$ cat src/rtl/fdr_pkg.sv
`default_nettype none
package fdr_pkg;

  localparam int PIXEL_W        = 32;
  localparam int CFG_W          = 11;
  localparam int CFG_IDX_W      = 2;
  localparam int COORD_W        = 10;
  // wide enough for a clamped frame size of up to 4096
  localparam int SIZE_W         = 13;
  localparam int DEF_MAX_WIDTH  = 1024;
  localparam int DEF_MAX_HEIGHT = 1024;
  localparam int RES_Q_DEPTH    = 3;

  localparam logic [CFG_W-1:0] CFG_SIZE_RESET = CFG_W'(1024);

  typedef enum logic [CFG_IDX_W-1:0] {
    REG_FRAME_WIDTH  = 2'd0,
    REG_FRAME_HEIGHT = 2'd1
  } cfg_reg_t;

  typedef struct packed {
    logic               frame_changed;
    logic [COORD_W-1:0] box_left;
    logic [COORD_W-1:0] box_top;
    logic [COORD_W-1:0] box_right;
    logic [COORD_W-1:0] box_bottom;
  } fdr_result_t;

  // zero acts as one, anything above the limit acts as the limit
  function automatic logic [SIZE_W-1:0] clamp_size(input logic [CFG_W-1:0]  v,
                                                   input logic [SIZE_W-1:0] maxv);
    logic [SIZE_W-1:0] ve;
    ve = SIZE_W'(v);
    if (v == '0) begin
      return SIZE_W'(1);
    end else if (ve > maxv) begin
      return maxv;
    end
    return ve;
  endfunction

endpackage
`default_nettype wire

$ cat src/rtl/fdr_res_fifo.sv
`default_nettype none
module fdr_res_fifo #(
  parameter int DEPTH = 3,
  parameter int PW    = 2,
  parameter int CNTW  = 2
) (
  input  wire  logic                  clk,
  input  wire  logic                  rst_n,
  input  wire  logic                  push,
  input  wire  fdr_pkg::fdr_result_t  push_data,
  input  wire  logic                  pop,
  output logic                        head_valid,
  output fdr_pkg::fdr_result_t        head_data,
  output logic [CNTW-1:0]             count
);
  import fdr_pkg::*;

  fdr_result_t     q_r [DEPTH];
  logic [PW-1:0]   wr_ptr_r, rd_ptr_r;
  logic [CNTW-1:0] cnt_r;

  always_ff @(posedge clk) begin
    if (push) begin
      q_r[wr_ptr_r] <= push_data;
    end
  end

  always_ff @(posedge clk) begin
    if (!rst_n) begin
      wr_ptr_r <= '0;
      rd_ptr_r <= '0;
      cnt_r    <= '0;
    end else begin
      if (push) begin
        wr_ptr_r <= (wr_ptr_r == PW'(DEPTH - 1)) ? '0 : wr_ptr_r + PW'(1);
      end
      if (pop) begin
        rd_ptr_r <= (rd_ptr_r == PW'(DEPTH - 1)) ? '0 : rd_ptr_r + PW'(1);
      end
      if (push && !pop) begin
        cnt_r <= cnt_r + CNTW'(1);
      end else if (pop && !push) begin
        cnt_r <= cnt_r - CNTW'(1);
      end
    end
  end

  assign head_valid = (cnt_r != '0);
  assign head_data  = q_r[rd_ptr_r];
  assign count      = cnt_r;

endmodule
`default_nettype wire

$ cat config.mk
export PLATFORM = sky130hd
export DESIGN_NAME = fdr_res_fifo
export DESIGN_NICKNAME = d
export VERILOG_FILES = /design/src/rtl/fdr_pkg.sv /design/src/rtl/fdr_res_fifo.sv
export SDC_FILE = /design/constraint.sdc
export NUM_CORES = 1
export LEC_CHECK = 0
export ABC_AREA = 1
export BUFFER_PORTS_ARGS = -buffer_cell sky130_fd_sc_hd__clkbuf_2
export CAP_MARGIN = 20
export CELL_PAD_IN_SITES_DETAIL_PLACEMENT = 1
export CELL_PAD_IN_SITES_GLOBAL_PLACEMENT = 1
export CORE_MARGIN = 4
export CORE_UTILIZATION = 48
export DETAILED_ROUTE_END_ITERATION = 10
export PLACE_DENSITY_LB_ADDON = 0.2
export SLEW_MARGIN = 30
export SYNTH_ARGS = -nofsm -noshare
export SYNTH_HDL_FRONTEND = slang
export SYNTH_SLANG_ARGS = --single-unit
$ cat constraint.sdc
create_clock -name clk -period 6.2 [get_ports clk]
set_input_delay 0.31 -clock clk [delete_from_list [all_inputs] [get_ports clk]]
set_output_delay 0.31 -clock clk [all_outputs]
set_load 0.05 [all_outputs]
# == Word-level counts from Yosys, hierarchy flattened ==
# Memories as Yosys holds them, arrays and structs flattened. A register that Yosys moved wholly into a read port is not among the register bits.
# Cells that the tools add are included.
# op_classes
addsub,4
eq_ne,2
muxes,8
reduce_logical,6
# op_table
operator,n
two-way mux 2 bit,6
adder 2 x 1 -> 2 bit (second input constant),3
equality test 2 bit (second input constant),2
nonzero test 2 bit,2
logical AND 1 bit,2
zero test 1 bit,2
two-way mux 1 bit,2
subtractor 2 x 1 -> 2 bit (second input constant),1
# word_totals
reg_bits,6
ramBits,123
in_bits,45
output_inout_bits,44
wordCells,24
mem_count,1
# mem_list
memory,words,word_bits,read_ports,rd_ports_with_merged_regs,write_ports,line_no,text
q_r,3,41,1,1,1,fdr_res_fifo.sv:18,fdr_result_t q_r [DEPTH];

# == Logic depth before layout (Yosys ltp) ==
# logic_depth
ltp_word,4
ltp_mapped,8
ltp_nobuf,8

# == Worst setup path before layout ==
# Ideal clock, no wire load.
# synth_timing
path_type,reg2reg
start,reg wr_ptr_r[1]
end,mem q_r[2][0] (netlist bit) (enable)
setup_ns,0.490
arrival_time_ns,3.199
slack_ns,2.511
path_stages_with_launch,3
path_buffers,0
period_less_slack_ns,3.689
path_cell_list,dfxtp_1 inv_1 nor3_1
# synth_lines
item,line_no,text
"start, declared",fdr_res_fifo.sv:19,"logic [PW-1:0] wr_ptr_r, rd_ptr_r;"
"start signal, assigned",fdr_res_fifo.sv:35,wr_ptr_r <= (wr_ptr_r == PW'(DEPTH - 1)) ? '0 : wr_ptr_r + PW'(1);
"end, declared",fdr_res_fifo.sv:18,
# No word-level cell before the write port.

==> summary.md <==
| Metric | Value |
|---|---|
| Status | `completed` |
| Period minus WS final | `2.905 ns` |
| Worst-path clk slew | `0.05 ns` |
| Crit-path max cell delay | `0.91 ns` |
| Setup violators final | `0` |
| NetSw | `0.0006140 W` |
| Clk buf depth | `2` |
| Comb pwr share | `0.147` |
| CP Cell Sequence | `clkinv_4 -> nand2_1 -> a21oi_1 -> clkbuf_2` |
| Reg-to-reg startpoint | `wr_ptr_r[1]$_SDFFE_PN0P_` |
| Yosys cell types | `17` |
| WP data required | `5.89 ns` |
| CP Buf/Inv Count | `2` |
| DPL Wire Length | `6535 um` |
| R2R cell count | `3` |
| Antenna diode count | `0` |
| Crit path max fanout | `42` |
| Clock power share | `0.401` |
| Area delta synth->final | `27.06%` |
| Setup CP Type | `flop to output pin` |
| Leak | `2.413 nW` |
| Max-cap violations | `0` |
| Initial antenna violation count | `0` |
| Design Power | `0.002299 W` |
| CTS tree | `done` |
| Drt wl/cell | `19.26 um` |
| Cts repair resizes | `0` |
| Clock root cell | `clkbuf_8` |
| P_int | `0.001685 W` |
| Vias/cell | `5.181` |
| Hold Fails Final Rpt | `0` |
| Total gr overflow | `0` |
| Routed wire length | `11920 um` |
| Global-route wire length before repair | `18790 um` |
| Slew @ Worst Pin | `0.9150 ns` |
| Sequential Power Share | `0.452` |
| Sinks on Clock Net | `131` |
| Critical Path Stages | `4` |
| Worst path slowest cell | `dfxtp_2` |
| Cells after Synth | `351` |
| Die W | `109.4 um` |
| Hold_sp | `push_data[9]` |
| Via count | `3207` |
| Register area share after synthesis | `0.7811` |
| Startpoint type of the worst setup path | `flop` |
| Synthesis Warnings | `0` |
| Fmax | `0.3442 GHz` |
| Clock buffer count from CTS | `17` |
| Worst setup EP type | `output pin` |
| Residual DRC | `0` |
| Max Slew Vio Count | `0` |
| Slew headroom | `0.3900` |
| Core area | `9910 um2` |
| Port Buf Inserts | `88` |
| Antenna-violating nets left | `0` |
| Largest net degree at the start of global routing | `43` |
| Final setup TNS | `0 ns` |
| H-tree levels | `4` |
| Standard-cell rows | `36` |
| Mean Syn Cell Area | `14.06 um2` |
| Min-Delay Path Depth | `1` |
| Tcrit/Tclk final | `0.4686` |
| Power Dens Cells | `366.7 nW/um2` |
| Nets | `519` |
| Die height | `109.4 um` |
| Hold Path Class | `primary input to flop` |
| CP top delay family | `flip-flops` |
| Critical Path AT | `2.60 ns` |
| FF+latch count, synth | `131` |
| Pre-antenna DRT Iters | `4` |
| Routability cong. | `0.6789` |
| Max VDD drop | `0.0001999 V` |
| Initial Util | `0.4979` |
| Sw frac | `0.2671` |
| IO Pins | `89` |
| Unrepaired setup endpoints after global routing | `false` |
| Die area | `11960 um2` |
| Netlist Area Pre-Place | `4933 um2` |
| Synthesized Nets | `397` |
| Number of global-route vias before repair | `3520` |
| Initial DRC count | `200` |
| GRT Overall Usage | `0.2162` |
| Worst-Skew Late Latency | `0.51 ns` |
| Layout cell share with drive strength beyond 1 | `0.2613` |
| Setup Skew | `0.007408 ns` |
sequential cells by signal (all words and copies together) (netlist names), named ones only:
name,cells
rd_ptr_r,2
q_r,123
wr_ptr_r,2
count,2
metal layers:
metal / track usage / vias to the layer above / share of wire
met5: 0 / - / 0
met3: 0.05050 / 4 / 0.043
met1: 0.2661 / 1614 / 0.40
li1: - / 1505 / -
met2: 0.3806 / 84 / 0.55
met4: 0.06411 / 0 / 0.0064
power by group through the flow:
stage	Sequential, W	Clock [W]	Combinational, W
after floorplan	0.00104	0	0.000249
after global placement	0.00105	0	0.000316
after detailed placement	0.00106	0	0.000324
after CTS	0.00104	0.000938	0.000343
after global routing	0.00104	0.000982	0.000362
final	0.00104	0.000921	0.000339
cells in the final DEF (no fill, tap or decap), drive strengths merged, types with 2 or more instances in the layout:
cell and count:
edfxtp 123, clkbuf 114, a21oi 86, nand2 49, nor2 43, dlygate4sd3 31
inv 13, dfxtp 8, clkinv 6, nand3 3, o21ai 2, bufinv 2
buf 2
through the flow:
| stage | hold slack [ns] | setup WS [ns] | instances | cell area [um2] | utilization |
|---|---|---|---|---|---|
| 2_1_floorplan | 0.4089 | 2.511 | 351 | 4933 | - |
| 3_3_place_gp | 0.4510 | 3.818 | 556 | 5401 | 0.5451 |
| 3_5_place_dp | 0.4595 | 3.816 | 556 | 5410 | 0.5460 |
| 4_1_cts | 0.0002559 | 3.229 | 619 | 6267 | 0.6324 |
| 5_1_grt | 0.004001 | 3.066 | 619 | 6269 | 0.6326 |
| 6_report | 0.02256 | 3.295 | 619 | 6269 | 0.6326 |
path summary, 6_finish.rpt:
kind	endpoint	slack (ns)
worst max register to register	q_r[2][26]$_DFFE_PP_	4.45
worst min-delay path	q_r[0][9]$_DFFE_PP_	0.02
worst max-delay path	head_data[0]	3.29
worst min register to register	wr_ptr_r[1]$_SDFFE_PN0P_	0.47
synthesized netlist by cell type:
master,instances,area share
nor3b_1,1,0.0015
a21oi_1,80,0.081
buf_6,7,0.016
o21ai_0,2,0.0020
dfxtp_1,8,0.032
nand2_1,49,0.037
buf_4,11,0.017
nand3_1,3,0.0030
nor2_1,43,0.033
nor3_1,1,0.0010
inv_4,1,0.0013
a21oi_2,6,0.011
nand4_1,1,0.0013
ha_1,1,0.0025
edfxtp_1,123,0.75
clkinv_4,1,0.0018
inv_1,13,0.0099
cell type report:
class                      instances  area [um2]
multi-input combinational        187       865.8
clock inverter                     6       78.83
clock buffer                      26       467.9
inverter                          15       67.56
sequential                       131        3856
timing repair buffer             121       765.7
fill                            1009        3641
tap                              133       166.4
kinds of logic (layout without fill, tap and decap cells):
kind of cell             Yosys count  after routing  share of synthesized area
buffers and inverters             33            168                    0.04565
AO/OA/AOI/OAI                     88             88                    0.09384
AND/OR/NAND/NOR                   98             98                    0.07684
adder cells (fa/ha/maj)            1              1                   0.002536
flip-flops                       131            131                     0.7811
what timing repair did:
action                    CTS  global route
setup buffers               0             0
hold endpoints to repair   90             0
hold buffers               31             0
No activity file was read; power rests on OpenSTA's default activity.
