File: src/rtl/fdr_pkg.sv
`default_nettype none
package fdr_pkg;

  localparam int PIXEL_W        = 32;
  localparam int CFG_W          = 11;
  localparam int CFG_IDX_W      = 2;
  localparam int COORD_W        = 10;
  // wide enough for a clamped frame size of up to 4096
  localparam int SIZE_W         = 13;
  localparam int DEF_MAX_WIDTH  = 1024;
  localparam int DEF_MAX_HEIGHT = 1024;
  localparam int RES_Q_DEPTH    = 3;

  localparam logic [CFG_W-1:0] CFG_SIZE_RESET = CFG_W'(1024);

  typedef enum logic [CFG_IDX_W-1:0] {
    REG_FRAME_WIDTH  = 2'd0,
    REG_FRAME_HEIGHT = 2'd1
  } cfg_reg_t;

  typedef struct packed {
    logic               frame_changed;
    logic [COORD_W-1:0] box_left;
    logic [COORD_W-1:0] box_top;
    logic [COORD_W-1:0] box_right;
    logic [COORD_W-1:0] box_bottom;
  } fdr_result_t;

  // zero acts as one, anything above the limit acts as the limit
  function automatic logic [SIZE_W-1:0] clamp_size(input logic [CFG_W-1:0]  v,
                                                   input logic [SIZE_W-1:0] maxv);
    logic [SIZE_W-1:0] ve;
    ve = SIZE_W'(v);
    if (v == '0) begin
      return SIZE_W'(1);
    end else if (ve > maxv) begin
      return maxv;
    end
    return ve;
  endfunction

endpackage
`default_nettype wire

File: src/rtl/fdr_box_acc.sv
`default_nettype none
module fdr_box_acc #(
  parameter int CW = 10,
  parameter int RW = 10
) (
  input  wire  logic          clk,
  input  wire  logic          rst_n,
  input  wire  logic          upd,
  input  wire  logic          differ,
  input  wire  logic [CW-1:0] col,
  input  wire  logic [RW-1:0] row,
  input  wire  logic          frame_end,
  output logic                res_valid,
  output fdr_pkg::fdr_result_t res
);
  import fdr_pkg::*;

  logic          any_r, any_nxt, any_new;
  logic [CW-1:0] min_col_r, min_col_nxt, min_col_new;
  logic [CW-1:0] max_col_r, max_col_nxt, max_col_new;
  logic [RW-1:0] min_row_r, min_row_nxt, min_row_new;
  logic [RW-1:0] max_row_r, max_row_nxt, max_row_new;

  always_comb begin
    any_new     = any_r;
    min_col_new = min_col_r;
    max_col_new = max_col_r;
    min_row_new = min_row_r;
    max_row_new = max_row_r;
    if (upd && differ) begin
      any_new = 1'b1;
      if (!any_r) begin
        min_col_new = col;
        max_col_new = col;
        min_row_new = row;
        max_row_new = row;
      end else begin
        if (col < min_col_r) min_col_new = col;
        if (col > max_col_r) max_col_new = col;
        if (row < min_row_r) min_row_new = row;
        if (row > max_row_r) max_row_new = row;
      end
    end

    res_valid = upd && frame_end;
    res.frame_changed = any_new;
    res.box_left      = any_new ? COORD_W'(min_col_new) : '0;
    res.box_top       = any_new ? COORD_W'(min_row_new) : '0;
    res.box_right     = any_new ? COORD_W'(max_col_new) : '0;
    res.box_bottom    = any_new ? COORD_W'(max_row_new) : '0;

    // accumulators start over after the last pixel of a frame
    if (res_valid) begin
      any_nxt     = 1'b0;
      min_col_nxt = '0;
      max_col_nxt = '0;
      min_row_nxt = '0;
      max_row_nxt = '0;
    end else begin
      any_nxt     = any_new;
      min_col_nxt = min_col_new;
      max_col_nxt = max_col_new;
      min_row_nxt = min_row_new;
      max_row_nxt = max_row_new;
    end
  end

  always_ff @(posedge clk) begin
    if (!rst_n) begin
      any_r     <= 1'b0;
      min_col_r <= '0;
      max_col_r <= '0;
      min_row_r <= '0;
      max_row_r <= '0;
    end else begin
      any_r     <= any_nxt;
      min_col_r <= min_col_nxt;
      max_col_r <= max_col_nxt;
      min_row_r <= min_row_nxt;
      max_row_r <= max_row_nxt;
    end
  end

endmodule
`default_nettype wire

File: config.mk
export PLATFORM = sky130hd
export DESIGN_NAME = fdr_box_acc
export DESIGN_NICKNAME = d
export VERILOG_FILES = /design/src/rtl/fdr_pkg.sv /design/src/rtl/fdr_box_acc.sv
export SDC_FILE = /design/constraint.sdc
export NUM_CORES = 1
export LEC_CHECK = 0
export CORE_MARGIN = 3
export CORE_UTILIZATION = 45
export DETAILED_ROUTE_END_ITERATION = 12
export DONT_BUFFER_PORTS = 1
export GPL_TIMING_DRIVEN = 0
export HOLD_SLACK_MARGIN = 0.02
export PLACE_DENSITY_LB_ADDON = 0.1
export SYNTH_ARGS = -nofsm -noshare
export SYNTH_HDL_FRONTEND = slang
export SYNTH_SLANG_ARGS = --single-unit
File: constraint.sdc
create_clock -name clk -period 2.6 [get_ports clk]
set_input_delay 0.52 -clock clk [delete_from_list [all_inputs] [get_ports clk]]
set_output_delay 0.52 -clock clk [all_outputs]
set_load 0.01 [all_outputs]
After elaboration in Yosys (flattened, before gate mapping)
Index checks and enable logic that the tools add are counted.

storage, ports and cells
  flip-flop bits (word level) = 41
  bits of input ports = 25
  output and inout bits = 42
  logic and storage cells = 30

cells by class
  order comparisons = 4
  multiplexer cells = 17
  bitwise gates (word level) = 1
  reductions and logical operators = 3

operators with widths
  kind               number
  $mux 10            16
  $gt 10x10->1       2
  $lt 10x10->1       2
  $logic_and 1x1->1  2
  $reduce_or 2->1    1
  $mux 1             1
  $not 1->1          1

Longest topological paths before layout
Gate-level depths: netlist of run 1.

  depth in word-level cells = 5
  mapped depth = 10
  gate-level depth less buffers = 8

Worst setup path after synthesis of run 1
Ideal clock, no wire load.

  path type = input port to output port
  from = input row[4]
  to = output res[20] (netlist bit)
  data arrival time = 2,233 ps
  setup slack = -153 ps
  cell stages on the path = 8
  buffers on the path = 1
  cell sequence = ha_1 -> a21o_1 -> a21oi_1 -> a21oi_1 -> or3_1 -> buf_2 -> mux2_1 -> a22o_1

RTL lines
  what             RTL line           source
  start, declared  fdr_box_acc.sv:11  input wire logic [RW-1:0] row,
  end, declared    fdr_box_acc.sv:14  output fdr_pkg::fdr_result_t res

==> results of run 1 <==
-- stage by stage --
step	total power [W]	hold slack, ps	cell area (µm²)	setup TNS [ps]	setup slack (ps)
finish	0.001600	335.5	4160	-4072	-285.1
global route	0.001677	329.7	4160	-7845	-334.8
CTS	0.001521	332.9	3767	-5265	-273.6
detailed placement	0.0009700	469.2	3020	-3583	-177.0
global placement	0.0009633	460.7	3020	-3082	-178.0
floorplan	0.0009133	448.6	2927	-356.6	-39.62
-- worst paths after layout --
path	start	end	slack (ps)	cells past startpoint
worst max-delay path	min_row_r[4]	res[29]	-290	9
worst min-delay path	row[5]	min_row_r[5]	340	2
worst max register to register	max_col_r[7]	max_col_r[2]	40	15
worst min register to register	min_row_r[7]	min_row_r[7]	470	2
-- sequential cells by signal (all words and copies together), names as in the netlist --
| signal | count |
|---|---|
| min_col_r | 10 |
| min_row_r | 10 |
| any_r | 1 |
| max_row_r | 10 |
| max_col_r | 10 |
-- placed cells by master (no fill, tap or decap), types with 5 or more instances in the layout --
master    netlist  final
buf_8           0      5
a21oi_1        10     10
nor2_4          0      5
clkbuf_1        7      7
nand2_1        25     24
nor2_1         49     28
ha_4            0     15
inv_2           0     12
dfxtp_1        41     17
buf_4           3     32
a22o_4          0      8
mux2i_4         0     15
mux2_4          0     10
ha_1           38     23
nor2_2          0     16
mux2i_1        30     13
clkbuf_8        1      7
inv_1          40     28
nand4_1         7      7
a22o_1         29     22
dfxtp_2         0     24
-- report_power, final --
part	internal, W	switching [W]
Sequential	0.000651	0.0000177
Combinational	0.000244	0.000233
Clock	0.000212	0.000243
Total	0.00111	0.000493
-- critical path: stages, from the launching register on --
cell and delay [ps]:
dfxtp_2 350, inv_2 40, ha_4 200, a21o_1 150
a21oi_1 110, a21oi_1 80, or3_4 430, buf_8 160
mux2_4 300, a22o_4 240
-- kinds of logic (layout without fill, tap and decap cells) --
logic type | after synthesis | in the layout | share of synthesized area, %
compound gates | 69 | 69 | 18.96
fa+ha+maj | 38 | 38 | 16.41
mux | 40 | 40 | 14.25
buf+inv | 54 | 98 | 7.861
flops | 41 | 41 | 28.34
simple gates | 94 | 94 | 14.17
-- final cells by class --
cell class,count,area [µm²]
timing repair buffer,38,360.3
clock buffer,7,86.33
inverter,40,150.1
sequential,41,850.8
multi-input combinational,241,2515
buffer,13,103.9
tap,75,93.84
fill,479,1901
-- routing by layer --
metal | GRT usage, % | vias up
met2 | 36.23 | 62
met1 | 29.47 | 1249
met4 | 7.082 | 0
met3 | 5.608 | 19
met5 | 0 | -
li1 | - | 1271
-- repair_timing --
| item | in CTS | in global routing |
|---|---|---|
| buffers inserted | 26 | 9 |
| resized for setup | 99 | 75 |
| endpoints found under the setup margin | 40 | 42 |
| pin swaps | 33 | 27 |
| hold buffers | 0 | 0 |
| cloned | 4 | 0 |
==> metrics.md, run 1 <==
| Metric | Value |
|---|---|
| Clock Root Buffer | clkbuf_8 |
| Critical path arrival | around 2400 ps |
| Final ANT Viol Nets | 0 |
| Final #Nets | 443 |
| Worst Path Class, Setup | flip-flop to primary output |
| WP data required | ~2100 ps |
| Flops & latches, synth | 41 |
| Yosys warns | 0 |
| Final Skew | roughly 12 ps |
| Area of the die | around 7400 µm² |
| Most frequent cell after synthesis | nor2_1 |
| Met3 wire len | approximately 380 µm |
| Finished Layout Cells | ~460 |
| Setup crit end kind | primary output |
| CTS tree | yes |
| Detailed Routing Iterations Pass 1 | 4 |
| Final Util | about two thirds |
| CTS max path bufs | 2 |
| Failing checks | negative setup slack |
| Via Count | between 2000 and 3000 |
| Met2 WL | between 3000 and 4000 µm |
| Pins over their slew limit | 0 |
| Worst Hold Class | primary input to flip-flop |
| Sequential fraction of the synthesis area | 28.34% |
| Antenna cell count | 0 |
| EDFF count, synth | 0 |
| Outcome | finished with violations |
| Top Ports | between 60 and 70 |
| DR WL/cell | approximately 18 µm |
| Worst setup SP type | flip-flop |
| Vias per Instance | around 5.7 |
| Vias in the first global route | around 2600 |
| Crit Path Max Fanout | 5 |
| Finish-stage setup viols | 31 |
| Metal-1 WL | approximately 3900 µm |
| Ys async rst share | 0% |
| Highest achievable clock rate | around 350 MHz |
| Fin worst setup slack | -285.1 ps |
| Dpl cells | a little over 400 |
| Most common library cells after synthesis | 49 x nor2_1, 41 x dfxtp_1, 40 x inv_1, 38 x ha_1, 30 x mux2i_1 |
| Clock Pin Slew Worst Setup and Hold Paths | 90 ps |
| Routed wire length | between 8000 and 9000 µm |
| Initial core utilization | 47.79% |
| H-Tree Depth | 2 |
| Max rail drop VDD | around 310 µV |
| Port bufs | 0 |
| GRT Total Usage | 22.44% |
| RePlAce Congestion | 0.7909 |
| Grt total ovfl | 0 |
| Area fraction of the dominant cell type after synthesis | 28.34% |
| Top sig layer | met4 |
| Fin crit period | about 2900 ps |
| Lkg Pwr | roughly 1.6 nW |
| RSZ-0062 raised after global routing | true |
| Tcrit/Tclk final | 111.0% |
| Number of distinct library cells after synthesis | 37 |
| Iter 0 DRT Violations | between 70 and 80 |
| Initial antenna violation count | 0 |
| CORE AREA | just over 6000 µm² |
| Clk sinks | slightly above 40 |
| Post-synth top area cell | dfxtp_1 |
| First-pass GRT wire length | roughly 13000 µm |
| Skew-Pair Late Insertion Delay | around 300 ps |
| Area contributors post-synth | dfxtp_1 28%, ha_1 16%, mux2i_1 10%, a22o_1 8.8%, nor2_1 6.3% |
| Net Count, Synth | around 400 |
| Die Span Y | 86.23 µm |
| Post-Syn Area | about 2900 µm² |
| Top_reg_cell synth | dfxtp_1 |
| Core Rows | 28 |
| Final hold violation count | 0 |
| Die width | between 80 and 90 µm |
| Least-Margin Pin Slew | about 960 ps |
| Rel. slew slack | between 30% and 40% |
| Syn-to-layout area delta | 43.63% |
| Pwr/cell area | slightly below 400 nW/µm² |
| Residual DRC count | 0 |
| Layout cells sized above 1 | 47.37% |
| # Max-Cap Violations | 0 |
| Largest net degree at the start of global routing | 12 |
| Num CTS Buffers | 5 |
| Dpl hpwl | between 5000 and 6000 µm |
| Average size of a mapped cell | ~8.6 µm² |
| Mapped Cells | ~340 |
No activity file was read; power rests on OpenSTA's default activity.
==> run 2, diff against run 1 <==
Settings changed: CTS_BUF_LIST set to sky130_fd_sc_hd__clkbuf_8 sky130_fd_sc_hd__clkbuf_16, SKIP_CTS_REPAIR_TIMING set to 1.
==> metrics.md, run 2 (synthesis results as in run 1) <==
| Metric | Value |
|---|---|
| Outcome | finished with violations (unchanged) |
| Failing checks | negative setup slack (unchanged) |
| Final hold violation count | 0 (unchanged) |
| Lkg Pwr | 1.479 nW (was 1.606 nW) |
| Pwr/cell area | 394.8 nW/µm² (was 384.6 nW/µm²) |
| Port bufs | 0 (unchanged) |
| Max rail drop VDD | 301.1 µV (was 309.9 µV) |
| Min Hold Slack | 337.4 ps (was 335.5 ps) |
| Num CTS Buffers | 5 (unchanged) |
| Finish-stage setup viols | 40 (was 31) |
| Final Skew | 6.114 ps (was 12.39 ps) |
| WP data required | 2080 ps (about the same) |
| Antenna cell count | 0 (unchanged) |
| Worst Path Class, Setup | flip-flop to primary output (unchanged) |
| Vias per Instance | 5.705 (was 5.716) |
| Via Count | 2493 (was 2601) |
| Die width | 86.23 µm (unchanged) |
| Highest achievable clock rate | 349.8 MHz (was 346.6 MHz) |
| R2R setup slack | 170 ps (was 40 ps) |
| Final setup TNS | -5726 ps (was -4072 ps) |
| Initial core utilization | 47.79% (unchanged) |
| Commonest non-fill, non-tap cell in the layout | nor2_1 (was buf_4) |
| RePlAce Congestion | 0.7909 (unchanged) |
| Worst setup SP type | flip-flop (unchanged) |
| Pins over their slew limit | 0 (unchanged) |
| Fin worst setup slack | -258.9 ps (was -285.1 ps) |
| DP Area | 3020 µm² (unchanged) |
| R2r worst-path depth | 10 (was 15) |
| Iter 0 DRT Violations | 52 (was 78) |
| DR WL/cell | 18.04 µm (was 18.30 µm) |
| # Max-Cap Violations | 0 (unchanged) |
| Vias in the first global route | 2267 (was 2638) |
| Skew-Pair Late Insertion Delay | 300 ps (about the same) |
| Final #Nets | 425 (was 443) |
| Detailed Routing Iterations Pass 1 | 5 (was 4) |
| CORE AREA | 6061 µm² (unchanged) |
| CTS max path bufs | 2 (unchanged) |
| Rel. slew slack | 48.34% (was 35.72%) |
| Top Ports | 67 (unchanged) |
| Setup crit end kind | primary output (unchanged) |
| Critical path arrival | 2340 ps (was 2370 ps) |
| Die Span Y | 86.23 µm (unchanged) |
| Routed wire length | 7884 µm (was 8327 µm) |
| Initial antenna violation count | 0 (unchanged) |
| Final instance area | 3910 µm² (was 4160 µm²) |
| Fin crit period | 2859 ps (was 2885 ps) |
| Final Util | 64.51% (was 68.64%) |
| Clk sinks | 41 (unchanged) |
| RR Startpoint | min_col_r[3] (was max_col_r[7]) |
| Clock Root Buffer | clkbuf_8 (unchanged) |
| Reg2Reg Capture Point | min_col_r[6] (was max_col_r[2]) |
| H-Tree Depth | 2 (unchanged) |
| Post-place setup slack | -177.0 ps (unchanged) |
| Grt total ovfl | 0 (unchanged) |
| Crit Path Max Fanout | 5 (unchanged) |
| Area of the die | 7436 µm² (unchanged) |
| GRT Total Usage | 19.50% (was 22.44%) |
| Core Rows | 28 (unchanged) |
| Syn-to-layout area delta | 34.99% (was 43.63%) |
| Largest net degree at the start of global routing | 12 (unchanged) |
| Worst Hold Class | primary input to flip-flop (unchanged) |
| Residual DRC count | 0 (unchanged) |
| Worst Hold End | min_col_r[5] (was min_row_r[5]) |
| Clock Pin Slew Worst Setup and Hold Paths | 90 ps (about the same) |
| First-pass GRT wire length | 11470 µm (was 13140 µm) |
| RSZ-0062 raised after global routing | true (unchanged) |
| Final ANT Viol Nets | 0 (unchanged) |
| Commonest non-fill, non-tap cells in the layout | 29 x nor2_1, 28 x inv_1, 25 x nand2_1, 25 x a22o_1, 25 x ha_1 (was 32 x buf_4, 28 x inv_1, 28 x nor2_1) |
| Dpl hpwl | 5192 µm (unchanged) |
| Hold path start | col[5] (was row[5]) |
| Least-Margin Pin Slew | 772.0 ps (was 964.2 ps) |
| Hold depth | 1 (was 2) |
| Layout cells sized above 1 | 42.27% (was 47.37%) |
| Tcrit/Tclk final | 110.0% (was 111.0%) |
| CTS tree | yes (unchanged) |
## run 2: layout make-up
type                            count  area (µm²)
Multi-Input combinational cell    241        2432
Fill cell                         510        2151
Sequential cell                    41       848.3
Timing Repair Buffer               19       191.4
Inverter                           40       150.1
Buffer                             14       107.6
Tap cell                           75       93.84
Clock buffer                        6       82.58
Clock inverter                      1       3.754
## run 2: worst max-delay path by stage
stage / slack (ps) / start / endpoint
after CTS: -370 / min_col_r[3] / res[38]
after global placement: -180 / col[3] / res[38]
after global routing: -340 / max_col_r[9] / res[10]
after detailed placement: -180 / col[3] / res[38]
final: -260 / min_row_r[4] / res[23]
after floorplan: -40 / row[4] / res[20]
## run 2: metrics by stage
stage / total power (W) / cells
after CTS: 0.001410 / 418
after global placement: 0.0009633 / 411
final: 0.001544 / 437
after detailed placement: 0.0009700 / 411
after global routing: 0.001623 / 437
after floorplan: 0.0009133 / 336
## run 2: where the power goes
part           leakage, nW  internal, W  total, W  switching (W)
Combinational         1.09     0.000215  0.000429       0.000214
Sequential           0.343     0.000651  0.000670      0.0000186
Clock               0.0485     0.000207  0.000445       0.000238
Total                 1.48      0.00107   0.00154       0.000470
## run 2: critical path: stages (launching register included)
cell and delay (ps):
dfxtp_2 350, inv_2 40, ha_4 210, a21o_1 150
a21oi_1 110, a21oi_1 70, or3_4 400, clkbuf_16 180
mux2_4 300, a22o_1 220
## run 2: layer usage
metal / GRT usage, % / routed length, µm
met1: 28.01 / 3701
met4: 5.241 / 76
met3: 5.228 / 417
met2: 28.80 / 3688
met5: 0 / 0
